## config.mk

```make
export PLATFORM = sky130hd
export DESIGN_NAME = keyword_substitution_cipher
export DESIGN_NICKNAME = d
export VERILOG_FILES = /design/src/design/ksc_pkg.sv /design/src/design/ksc_front.sv /design/src/design/ksc_back.sv /design/src/design/keyword_substitution_cipher.sv
export SDC_FILE = /design/constraint.sdc
export NUM_CORES = 1
export LEC_CHECK = 0
export BUFFER_PORTS_ARGS = -buffer_cell sky130_fd_sc_hd__buf_2
export CAP_MARGIN = 20
export CORE_MARGIN = 8
export CORE_UTILIZATION = 55
export DETAILED_ROUTE_END_ITERATION = 10
export GPL_TIMING_DRIVEN = 0
export PLACE_DENSITY_LB_ADDON = 0.05
export SYNTH_ARGS = -nofsm -noshare
export SYNTH_HDL_FRONTEND = slang
export SYNTH_SLANG_ARGS = --single-unit
```

## constraint.sdc

```tcl
create_clock -name i_clk -period 13.34 [get_ports i_clk]
set_input_delay 0.667 -clock i_clk [delete_from_list [all_inputs] [get_ports i_clk]]
set_output_delay 0.667 -clock i_clk [all_outputs]
set_load 0.1 [all_outputs]
```

## src/design/ksc_pkg.sv

```systemverilog
// ----------------------------------------------------------------------------
// ksc_pkg
// types, constants and helpers shared by the keyword substitution cipher
// ----------------------------------------------------------------------------
package ksc_pkg;

    localparam int ALPHABET_SIZE = 26;
    localparam int LETTER_W      = $clog2(ALPHABET_SIZE);
    localparam int QUEUE_DEPTH   = 2;
    localparam int QPTR_W        = $clog2(QUEUE_DEPTH);
    localparam int QCNT_W        = $clog2(QUEUE_DEPTH + 1);

    localparam logic [7:0] CHR_UPPER_A = 8'h41;
    localparam logic [7:0] CHR_UPPER_Z = 8'h5A;
    localparam logic [7:0] CHR_LOWER_A = 8'h61;
    localparam logic [7:0] CHR_LOWER_Z = 8'h7A;

    typedef enum logic [1:0] {
        CMD_CLEAR = 2'd0,
        CMD_KEY   = 2'd1,
        CMD_BUILD = 2'd2,
        CMD_TEXT  = 2'd3
    } t_cmd;

    typedef enum logic [1:0] {
        ST_RUN,
        ST_FILL,
        ST_INV
    } t_state;

    typedef struct packed {
        t_cmd                cmd;
        logic                is_letter;
        logic                is_lower;
        logic [LETTER_W-1:0] idx;
        logic [7:0]          value;
    } t_qentry;

    typedef struct packed {
        logic    valid;
        t_qentry entry;
    } t_qport;

    function automatic logic [LETTER_W-1:0] rev_letter(input int i);
        return LETTER_W'(ALPHABET_SIZE - 1 - i);
    endfunction

endpackage

```

## src/design/ksc_front.sv

```systemverilog
// ----------------------------------------------------------------------------
// ksc_front
// accepts input words, decodes command and letter, holds them in a short queue
// ----------------------------------------------------------------------------
module ksc_front
    import ksc_pkg::*;
(
    input  logic       i_clk,
    input  logic       i_rst_n,
    input  logic       i_valid,
    output logic       o_ready,
    input  logic [1:0] i_command,
    input  logic [7:0] i_value,
    output t_qport     o_q,
    input  logic       i_pop
);

    t_qentry            r_q [QUEUE_DEPTH];
    logic [QPTR_W-1:0]  r_wr_ptr, n_wr_ptr;
    logic [QPTR_W-1:0]  r_rd_ptr, n_rd_ptr;
    logic [QCNT_W-1:0]  r_count, n_count;
    t_qentry            entry;
    logic               is_upper;
    logic               is_lower;
    logic               push;
    logic               pop;

    // letter decode
    always_comb begin
        is_upper        = (i_value >= CHR_UPPER_A) && (i_value <= CHR_UPPER_Z);
        is_lower        = (i_value >= CHR_LOWER_A) && (i_value <= CHR_LOWER_Z);
        entry.cmd       = t_cmd'(i_command);
        entry.is_letter = is_upper || is_lower;
        entry.is_lower  = is_lower;
        entry.idx       = is_lower ? LETTER_W'(i_value - CHR_LOWER_A)
                                   : LETTER_W'(i_value - CHR_UPPER_A);
        entry.value     = i_value;
    end

    assign o_ready = (r_count != QCNT_W'(QUEUE_DEPTH));
    assign push    = i_valid && o_ready;
    assign pop     = i_pop && (r_count != '0);

    always_comb begin
        n_wr_ptr = push ? QPTR_W'(r_wr_ptr + 1'b1) : r_wr_ptr;
        n_rd_ptr = pop  ? QPTR_W'(r_rd_ptr + 1'b1) : r_rd_ptr;
        n_count  = r_count;
        if (push && !pop) begin
            n_count = QCNT_W'(r_count + 1'b1);
        end else if (pop && !push) begin
            n_count = QCNT_W'(r_count - 1'b1);
        end
    end

    always_ff @(posedge i_clk) begin
        if (!i_rst_n) begin
            r_wr_ptr <= '0;
            r_rd_ptr <= '0;
            r_count  <= '0;
        end else begin
            r_wr_ptr <= n_wr_ptr;
            r_rd_ptr <= n_rd_ptr;
            r_count  <= n_count;
        end
    end

    always_ff @(posedge i_clk) begin
        if (push) begin
            r_q[r_wr_ptr] <= entry;
        end
    end

    assign o_q.valid = (r_count != '0);
    assign o_q.entry = r_q[r_rd_ptr];

endmodule

```

## src/design/ksc_back.sv

```systemverilog
// ----------------------------------------------------------------------------
// ksc_back
// key store, cipher tables, table build sequencer and output register
// ----------------------------------------------------------------------------
module ksc_back
    import ksc_pkg::*;
(
    input  logic       i_clk,
    input  logic       i_rst_n,
    input  t_qport     i_q,
    output logic       o_pop,
    input  logic       i_cfg_we,
    input  logic       i_cfg_wdata,
    output logic       o_valid,
    input  logic       i_ready,
    output logic [7:0] o_out_byte
);

    logic [LETTER_W-1:0]      r_enc [ALPHABET_SIZE];
    logic [LETTER_W-1:0]      r_dec [ALPHABET_SIZE];
    logic [ALPHABET_SIZE-1:0] r_used, n_used;
    logic [LETTER_W-1:0]      r_klen, n_klen;
    logic [LETTER_W-1:0]      r_cnt, n_cnt;
    logic [LETTER_W-1:0]      r_pos, n_pos;
    t_state                   r_state, n_state;
    logic                     r_mode;
    logic                     r_out_valid, n_out_valid;
    logic [7:0]               r_out_byte, n_out_byte;

    logic                     enc_we;
    logic [LETTER_W-1:0]      enc_waddr;
    logic [LETTER_W-1:0]      enc_wdata;
    logic [LETTER_W-1:0]      enc_raddr;
    logic [LETTER_W-1:0]      enc_rdata;
    logic                     dec_we;
    logic [LETTER_W-1:0]      dec_waddr;
    logic [LETTER_W-1:0]      dec_wdata;
    logic [LETTER_W-1:0]      dec_rdata;
    logic [LETTER_W-1:0]      sub_letter;
    logic                     out_free;
    logic                     take;

    assign enc_raddr = (r_state == ST_INV) ? r_cnt : i_q.entry.idx;
    assign enc_rdata = r_enc[enc_raddr];
    assign dec_rdata = r_dec[i_q.entry.idx];
    assign sub_letter = r_mode ? dec_rdata : enc_rdata;

    assign out_free = !r_out_valid || i_ready;
    assign take     = (r_state == ST_RUN) && i_q.valid
                      && ((i_q.entry.cmd != CMD_TEXT) || out_free);
    assign o_pop    = take;

    always_comb begin
        n_state     = r_state;
        n_used      = r_used;
        n_klen      = r_klen;
        n_cnt       = r_cnt;
        n_pos       = r_pos;
        n_out_valid = r_out_valid && !i_ready;
        n_out_byte  = r_out_byte;
        enc_we      = 1'b0;
        enc_waddr   = r_klen;
        enc_wdata   = i_q.entry.idx;
        dec_we      = 1'b0;
        dec_waddr   = enc_rdata;
        dec_wdata   = r_cnt;
        unique case (r_state)
            ST_RUN: begin
                if (take) begin
                    unique case (i_q.entry.cmd)
                        CMD_CLEAR: begin
                            n_used = '0;
                            n_klen = '0;
                        end
                        CMD_KEY: begin
                            if (i_q.entry.is_letter && !r_used[i_q.entry.idx]
                                && (r_klen < LETTER_W'(ALPHABET_SIZE))) begin
                                n_used[i_q.entry.idx] = 1'b1;
                                enc_we = 1'b1;
                                n_klen = LETTER_W'(r_klen + 1'b1);
                            end
                        end
                        CMD_BUILD: begin
                            n_state = ST_FILL;
                            n_cnt   = LETTER_W'(ALPHABET_SIZE - 1);
                            n_pos   = r_klen;
                        end
                        CMD_TEXT: begin
                            n_out_valid = 1'b1;
                            n_out_byte  = i_q.entry.value;
                            if (i_q.entry.is_letter
                                && (sub_letter < LETTER_W'(ALPHABET_SIZE))) begin
                                n_out_byte = (i_q.entry.is_lower ? CHR_LOWER_A : CHR_UPPER_A)
                                             + 8'(sub_letter);
                            end
                        end
                        default: ;
                    endcase
                end
            end
            ST_FILL: begin
                // unused letters from z down to a
                if (!r_used[r_cnt] && (r_pos < LETTER_W'(ALPHABET_SIZE))) begin
                    enc_we    = 1'b1;
                    enc_waddr = r_pos;
                    enc_wdata = r_cnt;
                    n_pos     = LETTER_W'(r_pos + 1'b1);
                end
                if (r_cnt == '0) begin
                    n_state = ST_INV;
                end else begin
                    n_cnt = LETTER_W'(r_cnt - 1'b1);
                end
            end
            ST_INV: begin
                // inverse table, one entry a cycle
                dec_we = (enc_rdata < LETTER_W'(ALPHABET_SIZE));
                if (r_cnt == LETTER_W'(ALPHABET_SIZE - 1)) begin
                    n_state = ST_RUN;
                    n_cnt   = '0;
                end else begin
                    n_cnt = LETTER_W'(r_cnt + 1'b1);
                end
            end
            default: begin
                n_state = ST_RUN;
            end
        endcase
    end

    always_ff @(posedge i_clk) begin
        if (!i_rst_n) begin
            r_state     <= ST_RUN;
            r_used      <= '0;
            r_klen      <= '0;
            r_cnt       <= '0;
            r_pos       <= '0;
            r_mode      <= 1'b0;
            r_out_valid <= 1'b0;
        end else begin
            r_state     <= n_state;
            r_used      <= n_used;
            r_klen      <= n_klen;
            r_cnt       <= n_cnt;
            r_pos       <= n_pos;
            r_out_valid <= n_out_valid;
            if (i_cfg_we) begin
                r_mode <= i_cfg_wdata;
            end
        end
    end

    always_ff @(posedge i_clk) begin
        r_out_byte <= n_out_byte;
    end

    // tables come out of reset as those of an empty key
    always_ff @(posedge i_clk) begin
        if (!i_rst_n) begin
            for (int i = 0; i < ALPHABET_SIZE; i++) begin
                r_enc[i] <= rev_letter(i);
                r_dec[i] <= rev_letter(i);
            end
        end else begin
            if (enc_we) begin
                r_enc[enc_waddr] <= enc_wdata;
            end
            if (dec_we) begin
                r_dec[dec_waddr] <= dec_wdata;
            end
        end
    end

    assign o_valid    = r_out_valid;
    assign o_out_byte = r_out_byte;

endmodule

```

## src/design/keyword_substitution_cipher.sv

```systemverilog
// a text word accepted at the input is stored in the queue, then taken by the back end into the output register
// clear, key letter and text words are handled in the run state; a text word waits while the output is stalled
// a build word holds the back end for 26 fill steps, then 26 inverse steps
// the 2-entry queue keeps accepting, until it is full, while the back end is busy
// reset (synchronous, active low) empties the queue, clears the key, mode 0
// and loads the tables of an empty key
// ----------------------------------------------------------------------------
// keyword_substitution_cipher
// keyword substitution cipher top level: decode front end, table back end
// ----------------------------------------------------------------------------
module keyword_substitution_cipher
    import ksc_pkg::*;
(
    input  logic       i_clk,
    input  logic       i_rst_n,
    input  logic       i_valid,
    output logic       o_ready,
    input  logic [1:0] i_command,
    input  logic [7:0] i_value,
    output logic       o_valid,
    input  logic       i_ready,
    output logic [7:0] o_out_byte,
    input  logic       i_cfg_we,
    input  logic       i_cfg_wdata
);

    t_qport q;
    logic   pop;

    ksc_front u_front (
        .i_clk     (i_clk),
        .i_rst_n   (i_rst_n),
        .i_valid   (i_valid),
        .o_ready   (o_ready),
        .i_command (i_command),
        .i_value   (i_value),
        .o_q       (q),
        .i_pop     (pop)
    );

    ksc_back u_back (
        .i_clk       (i_clk),
        .i_rst_n     (i_rst_n),
        .i_q         (q),
        .o_pop       (pop),
        .i_cfg_we    (i_cfg_we),
        .i_cfg_wdata (i_cfg_wdata),
        .o_valid     (o_valid),
        .i_ready     (i_ready),
        .o_out_byte  (o_out_byte)
    );

endmodule

```

==> metrics.sh, run 1 <==
INSTANCES_NO_FILL=2343
METAL_1_WL_MM=23.4
CTS.SINKS=412
WARNINGS_FROM_YOSYS=0
MAX_SLEW_MARGIN=0.223
CTS-BUFFERS-INSERTED=43
CTS_SETUP_BUFFERS=0
CTS.CLK_SLEW.WORST_PATHS_NS=0.06
CRITICAL_PATH_ARRIVAL_NS=6.00
POST-PLACE-CELLS=2261
AREA_OF_THE_MULTI_INPUT_GATES_SQ_UM=7600
TIMING_WORST_SLEW_PIN_VALUE_NS=1.13
WL_PER_CELL_MICRONS=25.9
FINALCRITPERIODSHARE=0.432
TOTALNEGATIVESETUPSLACK_NS=0
MIN_PATH_TYPE='primary input to flip-flop'
DRIVE_ABOVE_1_SHARE=0.111
CRITPATHREQUIREDTIME_NS=13.59
CAP_VIOLATIONS=0
CTS-ROOT-TO-SINK-BUFFERS=3
INITIAL_UTILIZATION=0.558
WORST_SETUP_PATH_END_KIND='flip-flop'
START_TO_END_TYPE_OF_THE_WORST_SETUP_PATH='flip-flop to flip-flop'
SYNTH_EDF_COUNT=362
START_KIND='flip-flop'
WORST_CLOCK_SKEW_NS=0.0123
NUM_IO_PINS=26
FINAL_ANTENNA_NET_COUNT=0
MAX_TRANSITION_VIOLS_FINAL=0
ROUTED.TOP_LAYER='met4'
PLACEMENT_ROWS=69
LAYOUT.CELLS.MOST_COMMON='edfxtp_1'
ROUTE.MET3.WL_MM=6.29
GRT_PASS1_WL_MM=90.1
SYNTH_TOP_AREA_CELL='edfxtp_1'
HOLD_SLACK_NS=0.297
SETUP_VIOLS_FINAL=0
PLACED_AREA_SQ_UM=20800
POWER_PER_CELL_AREA_nW_PER_UM2=188
DESIGN.FINAL.NETS=1879
DETAIL_ROUTE.WIRELENGTH_MM=60.6
DIE_H_MICRONS=206
ASYNCSETRESETFLOPFRACSYNTH=0
GRT.TOTAL_USAGE=0.286
POSTSYNTHCELLCOUNT=1710
POWER.LEAKAGE_nW=7.71
ROUTE.MET2.WL_MM=28.0
GLOBALPLACE.CONGESTION=0.935
GRT_PASS1_VIAS=14400
DOMINANTREGCELLSYNTH='edfxtp_1'
INSERTION_DELAY_NS=0.57
COREAREA_SQ_UM=35600
MAX-VDD-IR-DROP_mV=0.116
SYNTH.DISTINCT_CELLS=81
ANTENNA_FOUND_INITIAL=0
POSTSYNTHAREAPERCELL_SQ_UM=11.6
CLOCK.FMAX_MHz=174
FILLER_CELL_COUNT=2918
LAYOUT_COMMON_CELLS='edfxtp_1 (362), nand2_1 (219), nor2_1 (184)'
CTS_ROOT_BUFFER='clkbuf_16'
DETAILED_PLACE_HPWL_MM=42.1
ROUTE.DETAILED.DRC=0
POST_CTS_HOLD_BUFFER_COUNT=0
FINISH.INSTANCE_AREA_SQ_UM=22200
DIE-AREA_SQ_UM=42400
CRITICAL_PATH.MAX_FANOUT=11
AREA_GROWTH_SYN_TO_LAYOUT_PCT=11.8
GRT_START_MAX_NET_PINS=18
CTS_TREE='yes'
YOSYS_REG_BITS=412
STATUS='finished clean'
FINALHOLDVIOLATIONS=0
DR_TOTAL_VIAS=14800
DRT_ITER0_DRC=1673
RSZ0062_AT_GRT='no'
YOSYSSEQAREASHARE=0.598
ANTENNA-DIODE-COUNT=0
CTSHTREEMAXLEVEL=2
AREA_SHARE_OF_THE_LEADING_CELL_TYPE_IN_THE_SYNTHESIZED_NETLIST=0.547
PORT_BUFFERS=25
NUMBER_OF_SEARCH_AND_REPAIR_ITERATIONS_IN_THE_FIRST_DETAILED_ROUTING_PASS=6
POST_CTS.RESIZED_INSTANCES=0
TIMING.FINAL.CRIT_PERIOD_NS=5.76
ROUTE.DETAILED.VIAS_PER_INST=6.33
SYNTH_AREA_SQ_UM=19900
FINAL-SEQ-AREA_SQ_UM=11900
FP.DIEW_MICRONS=206
GRT_REMAINING_OVERFLOW=0
NETLIST_TOP_CELLS_AREA='edfxtp_1 (55%), dfxtp_1 (5.0%), mux4_2 (4.2%)'
[cell families after synthesis]
logic type                 after synthesis  share of synthesized area
buffers and inverters                  143                     0.0307
and+or+nand+nor                        765                      0.188
other                                    1                   0.000189
AOI/OAI and AO/OA                      243                     0.0841
DFF                                    412                      0.598
xor gates and xnor gates                13                    0.00573
muxes                                  118                     0.0844
adders and majority gates               15                    0.00945
[cell usage after synthesis, drive strengths merged (8+ instances only)]
cell type / n
a21oi: 65
a221o: 12
a221oi: 8
a22oi: 18
a31oi: 23
and2: 46
and3: 26
buf: 36
clkbuf: 75
dfxtp: 50
edfxtp: 362
ha: 15
inv: 30
mux2: 17
mux2i: 64
mux4: 37
nand2: 219
nand2b: 49
nand3: 80
nor2: 187
nor2b: 12
nor3: 25
o211ai: 10
o21ai: 42
or2: 28
or3: 60
[cell type report]
type                            count  share of cell area
Multi-Input combinational cell   1214               0.342
Buffer                            111              0.0220
Sequential cell                   412               0.535
Tap cell                          461              0.0260
Clock inverter                     10             0.00321
Timing Repair Buffer               34             0.00890
Inverter                           32             0.00541
Clock buffer                       69              0.0576
[worst paths after layout]
check | to | slack, ns | cells past startpoint | startpoint
hold / removal | u_front.r_q[0][15] | 0.30 | 1 | i_command[0]
setup / recovery | u_back.r_dec[0][1] | 7.58 | 13 | u_back.dec_wdata[0]
setup reg to reg | u_back.r_dec[0][1] | 7.58 | 13 | u_back.dec_wdata[0]
hold reg to reg | u_back.r_used[5] | 0.50 | 2 | u_back.r_used[5]
[layer usage]
metal | track usage | vias up
met5 | 0 | -
met2 | 0.453 | 858
met4 | 0.135 | 0
li1 | - | 6521
met3 | 0.0665 | 191
met1 | 0.372 | 7260
[through the flow]
stage / setup slack [ns] / util / power [mW]
after floorplan: 9.11 / - / 2.46
after global placement: 7.70 / 0.584 / 2.97
after detailed placement: 7.77 / 0.586 / 2.99
after CTS: 7.76 / 0.624 / 4.15
after global routing: 7.42 / 0.624 / 4.31
final: 7.58 / 0.624 / 4.19
[critical path, stage by stage (launching register included)]
cell	delay, ns
dfxtp_1	0.81
inv_1	0.23
mux2i_2	0.67
buf_4	0.40
buf_4	0.29
buf_2	0.35
nor2_1	0.09
a22oi_1	0.37
nand4_1	0.38
a21oi_1	0.67
clkbuf_1	0.45
buf_2	0.36
nand2_1	0.13
nand2_1	0.23
[registers in the layout, summed over array words and instances, names as in the netlist, named ones only]
| name | count |
|---|---|
| u_back.dec_wdata | 5 |
| u_back.o_out_byte | 8 |
| u_back.o_valid | 1 |
| u_back.r_dec | 160 |
| u_back.r_enc | 160 |
| u_back.r_klen | 5 |
| u_back.r_mode | 1 |
| u_back.r_pos | 5 |
| u_back.r_state | 2 |
| u_back.r_used | 26 |
| u_front.r_count | 2 |
| u_front.r_q | 34 |
| u_front.r_rd_ptr | 1 |
| u_front.r_wr_ptr | 1 |
[power by group]
part           switching [mW]  leakage, nW  internal, mW
logic                    1.03         3.36         0.402
registers              0.0508         3.69          1.53
clock network           0.496        0.659         0.675
total                    1.58         7.71          2.61
No activity file was read; power rests on OpenSTA's default activity.
==> inputs of run 2 (changes only) <==
- ABC_AREA: default -> 1
- clock period: 13.34 -> 4.6 ns (I/O delays scaled with it)
==> metrics.sh, run 2 <==
FP.DIEW_MICRONS=205  # -0.33%
DIE_H_MICRONS=205  # -0.33%
CTSHTREEMAXLEVEL=2  # unchanged
FINALCRITPERIODSHARE=0.929  # +0.497
GRT_REMAINING_OVERFLOW=0  # unchanged
POSTSYNTHCELLCOUNT=2137  # +25%
MIN_PATH_CELLS=4  # +3
CRITICAL_PATH.MAX_FANOUT=12  # +1
CRITICAL_PATH.REG2REG.STARTPOINT='u_back.dec_wdata[0]'
SETUP_VIOLS_FINAL=0  # unchanged
STATUS='finished clean'
AREA_SHARE_OF_THE_LEADING_CELL_TYPE_IN_THE_SYNTHESIZED_NETLIST=0.551  # +0.00400
SYNTH_EDF_COUNT=362  # unchanged
NUMBER_OF_SEARCH_AND_REPAIR_ITERATIONS_IN_THE_FIRST_DETAILED_ROUTING_PASS=6  # unchanged
LAYOUT.CELLS.MOST_COMMON='nand2_1'
DRT_ITER0_DRC=2153  # +29%
CRITICAL_PATH_ARRIVAL_NS=4.51  # -1.49 ns
MAX_TRANSITION_VIOLS_FINAL=0  # unchanged
WARNINGS_FROM_YOSYS=0  # unchanged
ROUTE.DETAILED.VIAS_PER_INST=5.88  # -7.0%
GRT.TOTAL_USAGE=0.293  # +0.00652
WORST_CLOCK_SKEW_NS=0.0193  # +0.00704 ns
SYNTH_AREA_SQ_UM=19700  # -0.72%
AREA_GROWTH_SYN_TO_LAYOUT_PCT=12.6
POSTSYNTHAREAPERCELL_SQ_UM=9.23  # -21%
MIN_DELAY_STARTPOINT='i_ready'
DETAILED_PLACE_HPWL_MM=43.1  # +2.4%
WL_PER_CELL_MICRONS=22.4  # -14%
PLACEMENT_ROWS=69  # unchanged
CLOCK.FMAX_MHz=234  # +35%
DETAIL_ROUTE.WIRELENGTH_MM=62.1  # +2.4%
DESIGN.FINAL.NETS=2312  # +23%
POWER.LEAKAGE_nW=8.71  # +13%
LAYOUT_TOP_REGISTERS='u_back.r_dec (160), u_back.r_enc (160), u_front.r_q (34)'
POST_SYNTH_MOST_FREQUENT_CELLS='nand2_1 (520), edfxtp_1 (362), nand3_1 (288)'
WORST_SLACK_NS=0.328  # -7.25 ns
TIMING.FINAL.CRIT_PERIOD_NS=4.27  # -1.49 ns
HOLD_PATH_END='u_back.o_valid'
FINALHOLDVIOLATIONS=0  # unchanged
FINAL_ANTENNA_NET_COUNT=0  # unchanged
REGTOREGSETUPSLACK_NS=0.33  # -7.25 ns
CTS.CLK_SLEW.WORST_PATHS_NS=0.06  # about the same
DR_TOTAL_VIAS=16300  # +10%
PORT_BUFFERS=25  # unchanged
CTS_ROOT_BUFFER='clkbuf_16'
DRIVE_ABOVE_1_SHARE=0.0917  # -0.0189
POWER_PER_CELL_AREA_nW_PER_UM2=697  # +270%
MIN_PATH_TYPE='primary input to flip-flop'
R2R-END='u_back.r_dec[5][1]'
TIMING_WORST_SLEW_PIN_VALUE_NS=1.09  # -0.0414 ns
CRITPATHREQUIREDTIME_NS=4.84  # -8.75 ns
COREAREA_SQ_UM=35400  # -0.49%
YOSYSSEQAREASHARE=0.602  # +0.00436
ASYNCSETRESETFLOPFRACSYNTH=0  # unchanged
POST_CTS.RESIZED_INSTANCES=0  # unchanged
WORST_SETUP_PATH_END_KIND='flip-flop'
DIE-AREA_SQ_UM=42200  # -0.67%
NETLIST_TOP_CELLS_AREA='edfxtp_1 (55%), nand2_1 (9.9%), nand3_1 (7.3%)'
GLOBALPLACE.CONGESTION=0.987  # +5.5%
SYNTH.DISTINCT_CELLS=44  # -46%
MAX-VDD-IR-DROP_mV=0.460  # +300%
GRT_START_MAX_NET_PINS=19  # +1
NUM_IO_PINS=26  # unchanged
RSZ0062_AT_GRT='no'
ANTENNA_FOUND_INITIAL=0  # unchanged
GRT_PASS1_WL_MM=92.4  # +2.5%
START_TO_END_TYPE_OF_THE_WORST_SETUP_PATH='flip-flop to flip-flop'
SYNTH_TOP_AREA_CELL='edfxtp_1'
YOSYS_REG_BITS=412  # unchanged
TOTALNEGATIVESETUPSLACK_NS=0  # unchanged
CTS-ROOT-TO-SINK-BUFFERS=3  # unchanged
CTS.SINKS=412  # unchanged
DP_SLACK_NS=0.472  # -7.30 ns
INITIAL_UTILIZATION=0.557  # -0.00134
GRT_PASS1_VIAS=15500  # +7.7%
R2R.WORST_PATH.CELLS=16  # +3
MAX_SLEW_MARGIN=0.272  # +0.0492
CTS-BUFFERS-INSERTED=44  # +2.3%
CTS_TREE='yes'
START_KIND='flip-flop'
INSERTION_DELAY_NS=0.57  # about the same
CAP_VIOLATIONS=0  # unchanged
DOMINANTREGCELLSYNTH='edfxtp_1'
LAYOUT_COMMON_CELLS='nand2_1 (520), edfxtp_1 (362), nand3_1 (288)'
LEADING_CELL_TYPE_BY_NUMBER_OF_INSTANCES_AFTER_SYNTHESIS='nand2_1'
ROUTE.DETAILED.DRC=0  # unchanged
## run 2: critical path, stage by stage (launching register included)
cell     delay, ns
dfxtp_1       0.64
inv_2         0.12
nand2_1       0.18
buf_2         0.29
buf_2         0.33
buf_2         0.34
nand3_1       0.14
nand3_1       0.10
nand3_1       0.12
nand3_1       0.19
nand3_1       0.18
nand2_1       0.27
nand2_1       0.15
inv_1         0.20
buf_2         0.30
nand2_1       0.16
nand2_1       0.22
## run 2: area by class of cell
type	instances	area, sq um
Inverter	218	818
Clock inverter	19	164
Timing Repair Buffer	39	264
Antenna cell	1	2.50
Fill cell	3027	13200
Clock buffer	59	1250
Buffer	113	553
Multi-Input combinational cell	1453	6700
Sequential cell	412	11900
Tap cell	461	577
## run 2: power by group
part | total, mW | internal (mW) | switching [mW]
Sequential | 4.75 | 4.56 | 0.189
Clock | 3.52 | 2.06 | 1.46
Combinational | 7.20 | 1.57 | 5.64
## run 2: worst max path at each step
stage	cells after the start	startpoint	endpoint	slack, ns
final	16	u_back.dec_wdata[0]	u_back.r_dec[5][1]	0.33
after CTS	11	u_back.dec_wdata[1]	u_back.r_enc[28][1]	0.47
after global placement	12	u_back.dec_wdata[1]	u_back.r_enc[15][0]	0.16
after detailed placement	11	u_back.dec_wdata[1]	u_back.r_enc[30][1]	0.47
after global routing	16	u_back.dec_wdata[0]	u_back.r_dec[5][1]	0.17
after floorplan	18	u_back.r_state[0]	u_back.r_dec[0][0]	1.77
## run 2: metal layers
metal	routed length [microns]	vias up	global-route usage
li1	-	7436	-
met1	24300	7698	0.397
met2	28200	1025	0.458
met3	7110	169	0.0529
met4	2440	0	0.128
met5	0	-	0
## run 2: timing repair
item / CTS / global route
hold buffers: 12 / 0
endpoints found under the hold margin: 21 / 0
setup buffers: 0 / 0
## run 2: cell families (layout without fill, tap and decap cells)
kind of cell	count (synthesis)	after routing	share of synthesized area
xor+xnor	8	8	0.00355
mux	2	2	0.00102
buf+inv	331	448	0.0696
other cells	1	61	0.000190
simple gates	1128	1128	0.245
compound gates	240	240	0.0685
flops	412	412	0.602
fa+ha+maj	15	15	0.00952
## run 2: metrics by stage
step                hold slack (ns)  total power, mW  utilization  std cells  area, sq um
finish                       0.0323             15.5        0.627       2775        22200
floorplan                     0.329             9.04            -       2196        19900
CTS                          0.0140             15.2        0.627       2774        22200
detailed placement            0.422             11.8        0.584       2684        20700
global route                 0.0451             16.0        0.627       2774        22200
global placement              0.420             11.7        0.583       2682        20600
